<file path="config.mk">
export PLATFORM = sky130hd
export DESIGN_NAME = sks_key_cmp
export DESIGN_NICKNAME = d
export VERILOG_FILES = /design/src/sks_pkg.sv /design/src/sks_key_cmp.sv
export SDC_FILE = /design/constraint.sdc
export NUM_CORES = 1
export LEC_CHECK = 0
export BUFFER_PORTS_ARGS = -buffer_cell sky130_fd_sc_hd__buf_2
export CELL_PAD_IN_SITES_DETAIL_PLACEMENT = 2
export CELL_PAD_IN_SITES_GLOBAL_PLACEMENT = 2
export CORE_MARGIN = 10
export CORE_UTILIZATION = 18
export DETAILED_ROUTE_END_ITERATION = 12
export PLACE_DENSITY = 0.88
export SETUP_SLACK_MARGIN = 0.1
export SLEW_MARGIN = 5
export SYNTH_ARGS = -nofsm -noshare
export SYNTH_HDL_FRONTEND = slang
export SYNTH_SLANG_ARGS = --single-unit
</file>
<file path="constraint.sdc">
create_clock -name vclk -period 2.1
set_input_delay 0.21 -clock vclk [all_inputs]
set_output_delay 0.21 -clock vclk [all_outputs]
set_load 0.005 [all_outputs]
</file>
<file path="src/sks_pkg.sv">
package sks_pkg;

   localparam int unsigned KEY_HALF_W = 64;
   localparam int unsigned KEY_W      = 2 * KEY_HALF_W;
   localparam int unsigned STATUS_W   = 2;
   localparam int unsigned POS_W      = 8;
   localparam int unsigned COUNT_W    = 9;

   typedef logic [KEY_W-1:0]    key_type;
   typedef logic [STATUS_W-1:0] status_type;

   localparam status_type ST_OK    = 2'd0;
   localparam status_type ST_MISS  = 2'd1;
   localparam status_type ST_EMPTY = 2'd2;
   localparam status_type ST_FULL  = 2'd3;

   localparam logic REQ_LOOKUP = 1'b0;
   localparam logic REQ_INSERT = 1'b1;

   typedef struct packed {
      logic entry_below;
      logic entry_above;
   } cmp_res_type;

endpackage

</file>
<file path="src/sks_key_cmp.sv">
module sks_key_cmp
   import sks_pkg::*;
(
   input  key_type     entry,
   input  key_type     key,
   output cmp_res_type res
);
   assign res.entry_below = entry < key;
   assign res.entry_above = entry > key;
endmodule

</file>
==> results of run 1 <==
[per-layer routing]
metal	part of all wire (%)	GRT usage (%)	wire length [um]
met1	36	14.17	6694
met2	54	27.59	9978
met3	7.9	4.409	1445
met4	1.4	2.654	264
met5	0	0	0
[per-stage QoR]
stage                     util, %  area [um2]  hold WS, ps  setup slack, ps
final                       31.46        5613         1162           -312.7
after global routing        31.45        5610         1228           -467.1
after CTS                   30.33        5411         1181           -456.2
after detailed placement    28.87        5151         1171           -557.7
after global placement      28.87        5151         1161           -520.3
after floorplan                 -        3266        814.8            119.3
[Yosys cell counts]
master / count
nand2b_1: 1
a21boi_0: 1
and4_1: 4
inv_1: 132
a2111o_1: 1
a221o_1: 1
o31a_1: 1
o221ai_1: 1
nand3_1: 11
o21ai_0: 17
o21a_1: 1
nand4_1: 26
o211ai_1: 3
nand2_1: 33
or4_1: 1
nor2_1: 10
or3_1: 2
ha_1: 128
a211oi_1: 4
a221oi_1: 5
a21oi_2: 1
o41ai_2: 1
nand4_2: 1
a21oi_1: 51
nor3_1: 9
a21o_1: 14
nor2b_1: 1
o22ai_1: 1
nor4_1: 4
[layout make-up]
class / count / area (um2)
Antenna cell: 5 / 12.51
Fill cell: 2161 / 12230
Inverter: 132 / 510.5
Multi-Input combinational cell: 334 / 3141
Tap cell: 229 / 286.5
Timing Repair Buffer: 300 / 1663
[power breakdown]
part	switching (mW)	internal (mW)
clock network	0	0.000000319
registers	0	0
logic	0.497	0.549
[final timing paths]
path	from	endpoint	slack [ps]
setup / recovery	entry[74]	res[0]	-310
hold / removal	key[0]	res[0]	1160
[kinds of logic after synthesis]
family	synth area share, %
buffers and inverters	15.23
AOI/OAI and AO/OA	19.27
adders and majority gates	49.23
and+or+nand+nor	16.27
[worst max-delay path, delay by kind of cell]
kind | cells | cell delay, ps
AND/OR/NAND/NOR | 1 | 180
AO/OA/AOI/OAI | 5 | 970
adder cells (fa/ha/maj) | 1 | 270
buffers and inverters | 4 | 570
[repair_timing]
action                                  CTS  global route
resized for setup                        42            39
setup buffers                             3             1
pin swaps                                19            21
endpoints found under the setup margin    2             2
==> flow_results.xml, run 1 <==
<?xml version="1.0" encoding="UTF-8"?>
<metrics>
  <group name="status">
    <metric name="run_status" unit="">finished with violations</metric>
    <metric name="failing_checks" unit="">negative setup slack</metric>
  </group>
  <group name="layout">
    <metric name="clkbuf_count" unit="">0</metric>
    <metric name="layoutNonFillerInstCount" unit="">1000</metric>
    <metric name="final_nets" unit="">1152</metric>
    <metric name="syn_to_final_growth" unit="%">72.54</metric>
    <metric name="n_sequential_cell" unit="">0</metric>
    <metric name="mostFrequentLayoutCell" unit="">buf_2</metric>
    <metric name="drive_gt1_share" unit="%">47.00</metric>
    <metric name="most_frequent_cells_in_the_layout" unit="">249 x buf_2, 119 x inv_1, 109 x ha_1</metric>
    <metric name="layout.area.seq" unit="um2">0</metric>
  </group>
  <group name="worst_setup_path">
    <metric name="slowest_stage" unit="">a211oi_1</metric>
    <metric name="timing.setup.critical_path_class" unit="">primary input to primary output</metric>
    <metric name="arrival" unit="ps">2200</metric>
    <metric name="critical_path.max_stage_delay" unit="ps">300</metric>
    <metric name="cp_data_required_time" unit="ps">1890</metric>
    <metric name="startpoint_class_of_the_critical_path" unit="">primary input</metric>
    <metric name="timing.critical_path.fanout_max" unit="">2</metric>
    <metric name="critPathCaptureType" unit="">primary output</metric>
    <metric name="cp_cell_sequence" unit="">buf_2 &gt; ha_4 &gt; nand4_1 &gt; buf_4 &gt; buf_4 &gt; a211oi_1 &gt; o31a_1 &gt; o41ai_4 &gt; o211ai_1 &gt; o21a_1 &gt; buf_2</metric>
  </group>
  <group name="yosys">
    <metric name="synth_cell_area" unit="um2">3253</metric>
    <metric name="netlist_top_cells_area" unit="">ha_1 49%, inv_1 15%, a21oi_1 7.8%</metric>
    <metric name="ys_seq_area_share" unit="%">0</metric>
    <metric name="fraction_of_post_synthesis_cell_area_in_the_top_cell_type_by_area" unit="%">49.23</metric>
    <metric name="postSynthCellCount" unit="">466</metric>
    <metric name="post_synthesis_cell_type_with_the_largest_combined_area" unit="">ha_1</metric>
    <metric name="synth.lib_cells_used.distinct" unit="">29</metric>
    <metric name="yosys_warnings" unit="">0</metric>
    <metric name="syn_avg_cell_area" unit="um2">6.981</metric>
    <metric name="syn_nets" unit="">850</metric>
  </group>
  <group name="placed_design">
    <metric name="post-dp-hpwl" unit="um">16400</metric>
    <metric name="placedCellCount" unit="">994</metric>
    <metric name="buffer_ports.inserted" unit="">258</metric>
    <metric name="weighted_congestion_reported_at_the_end_of_routability_driven_placement" unit="">0.7676</metric>
  </group>
  <group name="global_route">
    <metric name="global_route_wire_length_before_repair" unit="um">27710</metric>
    <metric name="via_count_of_the_first_global_routing_pass" unit="">5267</metric>
    <metric name="overall_track_demand_over_capacity_in_global_routing" unit="%">14.08</metric>
    <metric name="grt_max_degree" unit="">5</metric>
    <metric name="grt_antenna_before_repair" unit="">5</metric>
    <metric name="globalRoute.totalOverflow" unit="">0</metric>
  </group>
  <group name="route">
    <metric name="routedWlPerCell" unit="um">18.38</metric>
    <metric name="postRouteAntennaNets" unit="">0</metric>
    <metric name="drc" unit="">0</metric>
    <metric name="via_per_inst" unit="">4.494</metric>
    <metric name="num_vias" unit="">4494</metric>
    <metric name="drt_first_iter_violations" unit="">63</metric>
    <metric name="length_of_the_first_detailed_routing_pass_in_iterations" unit="">4</metric>
    <metric name="wire_length_reported_by_the_detailed_router" unit="um">18380</metric>
  </group>
  <group name="timing">
    <metric name="grt_setup_unrepaired" unit="">yes</metric>
    <metric name="setup_viol" unit="">2</metric>
    <metric name="fmaxAchievable" unit="MHz">414.5</metric>
    <metric name="fin_crit_sh" unit="%">114.9</metric>
    <metric name="layout_min_cycle_time" unit="ps">2413</metric>
    <metric name="totalNegativeSetupSlack" unit="ps">-574.7</metric>
    <metric name="max_slew_margin" unit="%">72.44</metric>
    <metric name="hold_viol" unit="">0</metric>
    <metric name="maxSlewViolCount" unit="">0</metric>
    <metric name="worstMarginPinSlew" unit="ps">411.0</metric>
    <metric name="post_layout_worst_setup_margin" unit="ps">-312.7</metric>
  </group>
  <group name="floorplan">
    <metric name="design.die.area" unit="um2">23850</metric>
    <metric name="dieHeight" unit="um">154.4</metric>
    <metric name="die_width" unit="um">154.4</metric>
    <metric name="fp-row-count" unit="">49</metric>
    <metric name="pin_count" unit="">258</metric>
    <metric name="core_region_area" unit="um2">17840</metric>
    <metric name="initial_core_util" unit="%">18.23</metric>
  </group>
  <group name="power_and_ir_drop">
    <metric name="design_power_total" unit="mW">1.046</metric>
    <metric name="power.static_leakage" unit="nW">3.359</metric>
    <metric name="powerDensity" unit="nW/um2">186.4</metric>
    <metric name="worst_ir_drop_vdd" unit="mV">0.05888</metric>
  </group>
  <group name="min_path">
    <metric name="min_delay_path_depth" unit="">7</metric>
    <metric name="timing.hold.worst.class" unit="">primary input to primary output</metric>
  </group>
  <group name="clock_network">
    <metric name="cts_hold_buf" unit="">0</metric>
  </group>
  <group name="flow_run">
    <metric name="cap_viol_max_count" unit="">0</metric>
  </group>
</metrics>
No activity file was read; power rests on OpenSTA's default activity.
==> inputs of run 2 (changes only) <==
- CORE_UTILIZATION: 18 -> 21
- PLACE_DENSITY: 0.88 -> 0.95
- clock period: 2.1 -> 2.92 ns (I/O delays scaled with it)
==> run 2 against run 1 <==
Against the previous run:
- the flow now finishes without violations
- sequential share of layout area unchanged
- design area down 14%
- first-iteration DRC count down 6.3%
- utilization up 0.27 points
- non-clock buffer count down 41
- critical path depth down 1
- die area down 12%
- worst setup slack better by 580 ps
- global-route usage up 1.5 points
- flip-flop and latch count unchanged
==> flow_results.xml, run 2 (synthesis gave the netlist of run 1 again) <==
<?xml version="1.0" encoding="UTF-8"?>
<metrics>
  <group name="timing">
    <metric name="layout_min_cycle_time" unit="ps">2656</metric>
    <metric name="hold_viol" unit="">0</metric>
    <metric name="totalNegativeSetupSlack" unit="ps">0</metric>
    <metric name="grt_setup_unrepaired" unit="">no</metric>
    <metric name="max_slew_margin" unit="%">72.40</metric>
    <metric name="setup_viol" unit="">0</metric>
    <metric name="fin_crit_sh" unit="%">90.96</metric>
    <metric name="fmaxAchievable" unit="MHz">376.5</metric>
    <metric name="maxSlewViolCount" unit="">0</metric>
    <metric name="worstMarginPinSlew" unit="ps">410.2</metric>
  </group>
  <group name="worst_setup_path">
    <metric name="path_delay_family" unit="">compound AO/OA/AOI/OAI gates</metric>
    <metric name="cp_bufs_invs" unit="">2</metric>
    <metric name="arrival" unit="ps">2360</metric>
    <metric name="slowest_stage" unit="">ha_1</metric>
    <metric name="cp_cell_sequence" unit="">buf_2 &gt; ha_1 &gt; nand4_1 &gt; nor3_2 &gt; a221o_1 &gt; o31a_1 &gt; o41ai_2 &gt; o211ai_1 &gt; o21a_1 &gt; buf_2</metric>
    <metric name="crit_end" unit="">res[0]</metric>
    <metric name="startpoint" unit="">entry[73]</metric>
    <metric name="startpoint_class_of_the_critical_path" unit="">primary input</metric>
    <metric name="cp_data_required_time" unit="ps">2630</metric>
    <metric name="critical_path.max_stage_delay" unit="ps">330</metric>
    <metric name="critPathCaptureType" unit="">primary output</metric>
    <metric name="crit_top_cell" unit="">buf_2</metric>
    <metric name="timing.critical_path.fanout_max" unit="">3</metric>
    <metric name="cp.depth" unit="">10</metric>
    <metric name="timing.setup.critical_path_class" unit="">primary input to primary output</metric>
  </group>
  <group name="layout">
    <metric name="layout.area.seq" unit="um2">0</metric>
    <metric name="n_sequential_cell" unit="">0</metric>
    <metric name="layout.filler_cells" unit="">1882</metric>
    <metric name="drive_gt1_share" unit="%">36.83</metric>
    <metric name="syn_to_final_growth" unit="%">48.27</metric>
    <metric name="clkbuf_count" unit="">0</metric>
    <metric name="most_frequent_cells_in_the_layout" unit="">258 x buf_2, 132 x inv_1, 128 x ha_1</metric>
    <metric name="multi_input_comb_area" unit="um2">2784</metric>
    <metric name="final_nets" unit="">1111</metric>
    <metric name="mostFrequentLayoutCell" unit="">buf_2</metric>
    <metric name="postLayoutCoreUtil" unit="%">31.73</metric>
  </group>
  <group name="clock_network">
    <metric name="cts_hold_buf" unit="">0</metric>
  </group>
  <group name="global_route">
    <metric name="global_route_wire_length_before_repair" unit="um">26030</metric>
    <metric name="grt_antenna_before_repair" unit="">5</metric>
    <metric name="via_count_of_the_first_global_routing_pass" unit="">5105</metric>
    <metric name="grt_max_degree" unit="">5</metric>
    <metric name="globalRoute.totalOverflow" unit="">0</metric>
    <metric name="overall_track_demand_over_capacity_in_global_routing" unit="%">15.57</metric>
  </group>
  <group name="route">
    <metric name="postRouteAntennaNets" unit="">0</metric>
    <metric name="length_of_the_first_detailed_routing_pass_in_iterations" unit="">4</metric>
    <metric name="wire_length_reported_by_the_detailed_router" unit="um">17150</metric>
    <metric name="via_per_inst" unit="">4.678</metric>
    <metric name="routedWlPerCell" unit="um">18.70</metric>
    <metric name="drt_first_iter_violations" unit="">59</metric>
    <metric name="num_vias" unit="">4290</metric>
    <metric name="drc" unit="">0</metric>
  </group>
  <group name="floorplan">
    <metric name="core_region_area" unit="um2">15200</metric>
    <metric name="design.die.area" unit="um2">20870</metric>
    <metric name="initial_core_util" unit="%">21.40</metric>
    <metric name="dieHeight" unit="um">144.5</metric>
    <metric name="fp-row-count" unit="">45</metric>
    <metric name="pin_count" unit="">258</metric>
    <metric name="die_width" unit="um">144.5</metric>
  </group>
  <group name="placed_design">
    <metric name="weighted_congestion_reported_at_the_end_of_routability_driven_placement" unit="">0.8175</metric>
    <metric name="buffer_ports.inserted" unit="">258</metric>
    <metric name="post-dp-hpwl" unit="um">16730</metric>
  </group>
  <group name="power_and_ir_drop">
    <metric name="design_power_total" unit="mW">0.6143</metric>
    <metric name="power.static_leakage" unit="nW">3.120</metric>
    <metric name="worst_ir_drop_vdd" unit="mV">0.03938</metric>
    <metric name="powerDensity" unit="nW/um2">127.4</metric>
  </group>
  <group name="flow_run">
    <metric name="cap_viol_max_count" unit="">0</metric>
  </group>
  <group name="min_path">
    <metric name="timing.hold.worst.class" unit="">primary input to primary output</metric>
    <metric name="hold_path_startpoint" unit="">entry[16]</metric>
  </group>
  <group name="status">
    <metric name="run_status" unit="">complete, no violations</metric>
  </group>
</metrics>
[run 2: per-layer routing]
layer,track usage (%),wire [um],vias up,share of wire (%)
met5,0,20,-,0.12
met4,1.277,145,2,0.85
met3,4.460,1548,10,9.0
met2,31.96,9415,160,55
met1,15.35,6021,1971,35
li1,-,-,2147,-
[run 2: power breakdown]
part | leakage [nW] | internal, mW | switching (mW) | total [mW]
registers | 0 | 0 | 0 | 0
logic | 3.12 | 0.307 | 0.307 | 0.614
clock network | 0.0000254 | 0.000000183 | 0 | 0.000000183
[run 2: worst min path at each step]
stage                         to  cells after the start
after CTS                 res[0]                      7
after floorplan           res[1]                      4
after global routing      res[0]                      7
final                     res[0]                      7
after detailed placement  res[0]                      7
after global placement    res[0]                      7
[run 2: cell type report]
class	instances	area share, %
tap	188	4.877
timing repair buffer	259	26.93
multi-input combinational	334	57.72
antenna	4	0.2075
inverter	132	10.27
[run 2: timing repair]
action,4_1_cts,5_1_grt
endpoints found under the setup margin,0,2
gates resized for setup,0,5
setup buffers,0,0
[run 2: stage by stage]
| stage | worst slack (ps) | cells | hold WS [ps] | instance area, um2 |
|---|---|---|---|---|
| 6_report | 263.9 | 917 | 1331 | 4823 |
| 3_5_place_dp | 182.9 | 913 | 1343 | 4787 |
| 4_1_cts | 181.9 | 913 | 1346 | 4787 |
| 3_3_place_gp | 216.8 | 913 | 1336 | 4787 |
| 5_1_grt | 100.5 | 915 | 1398 | 4818 |
| 2_1_floorplan | 724.2 | 466 | 978.8 | 3253 |
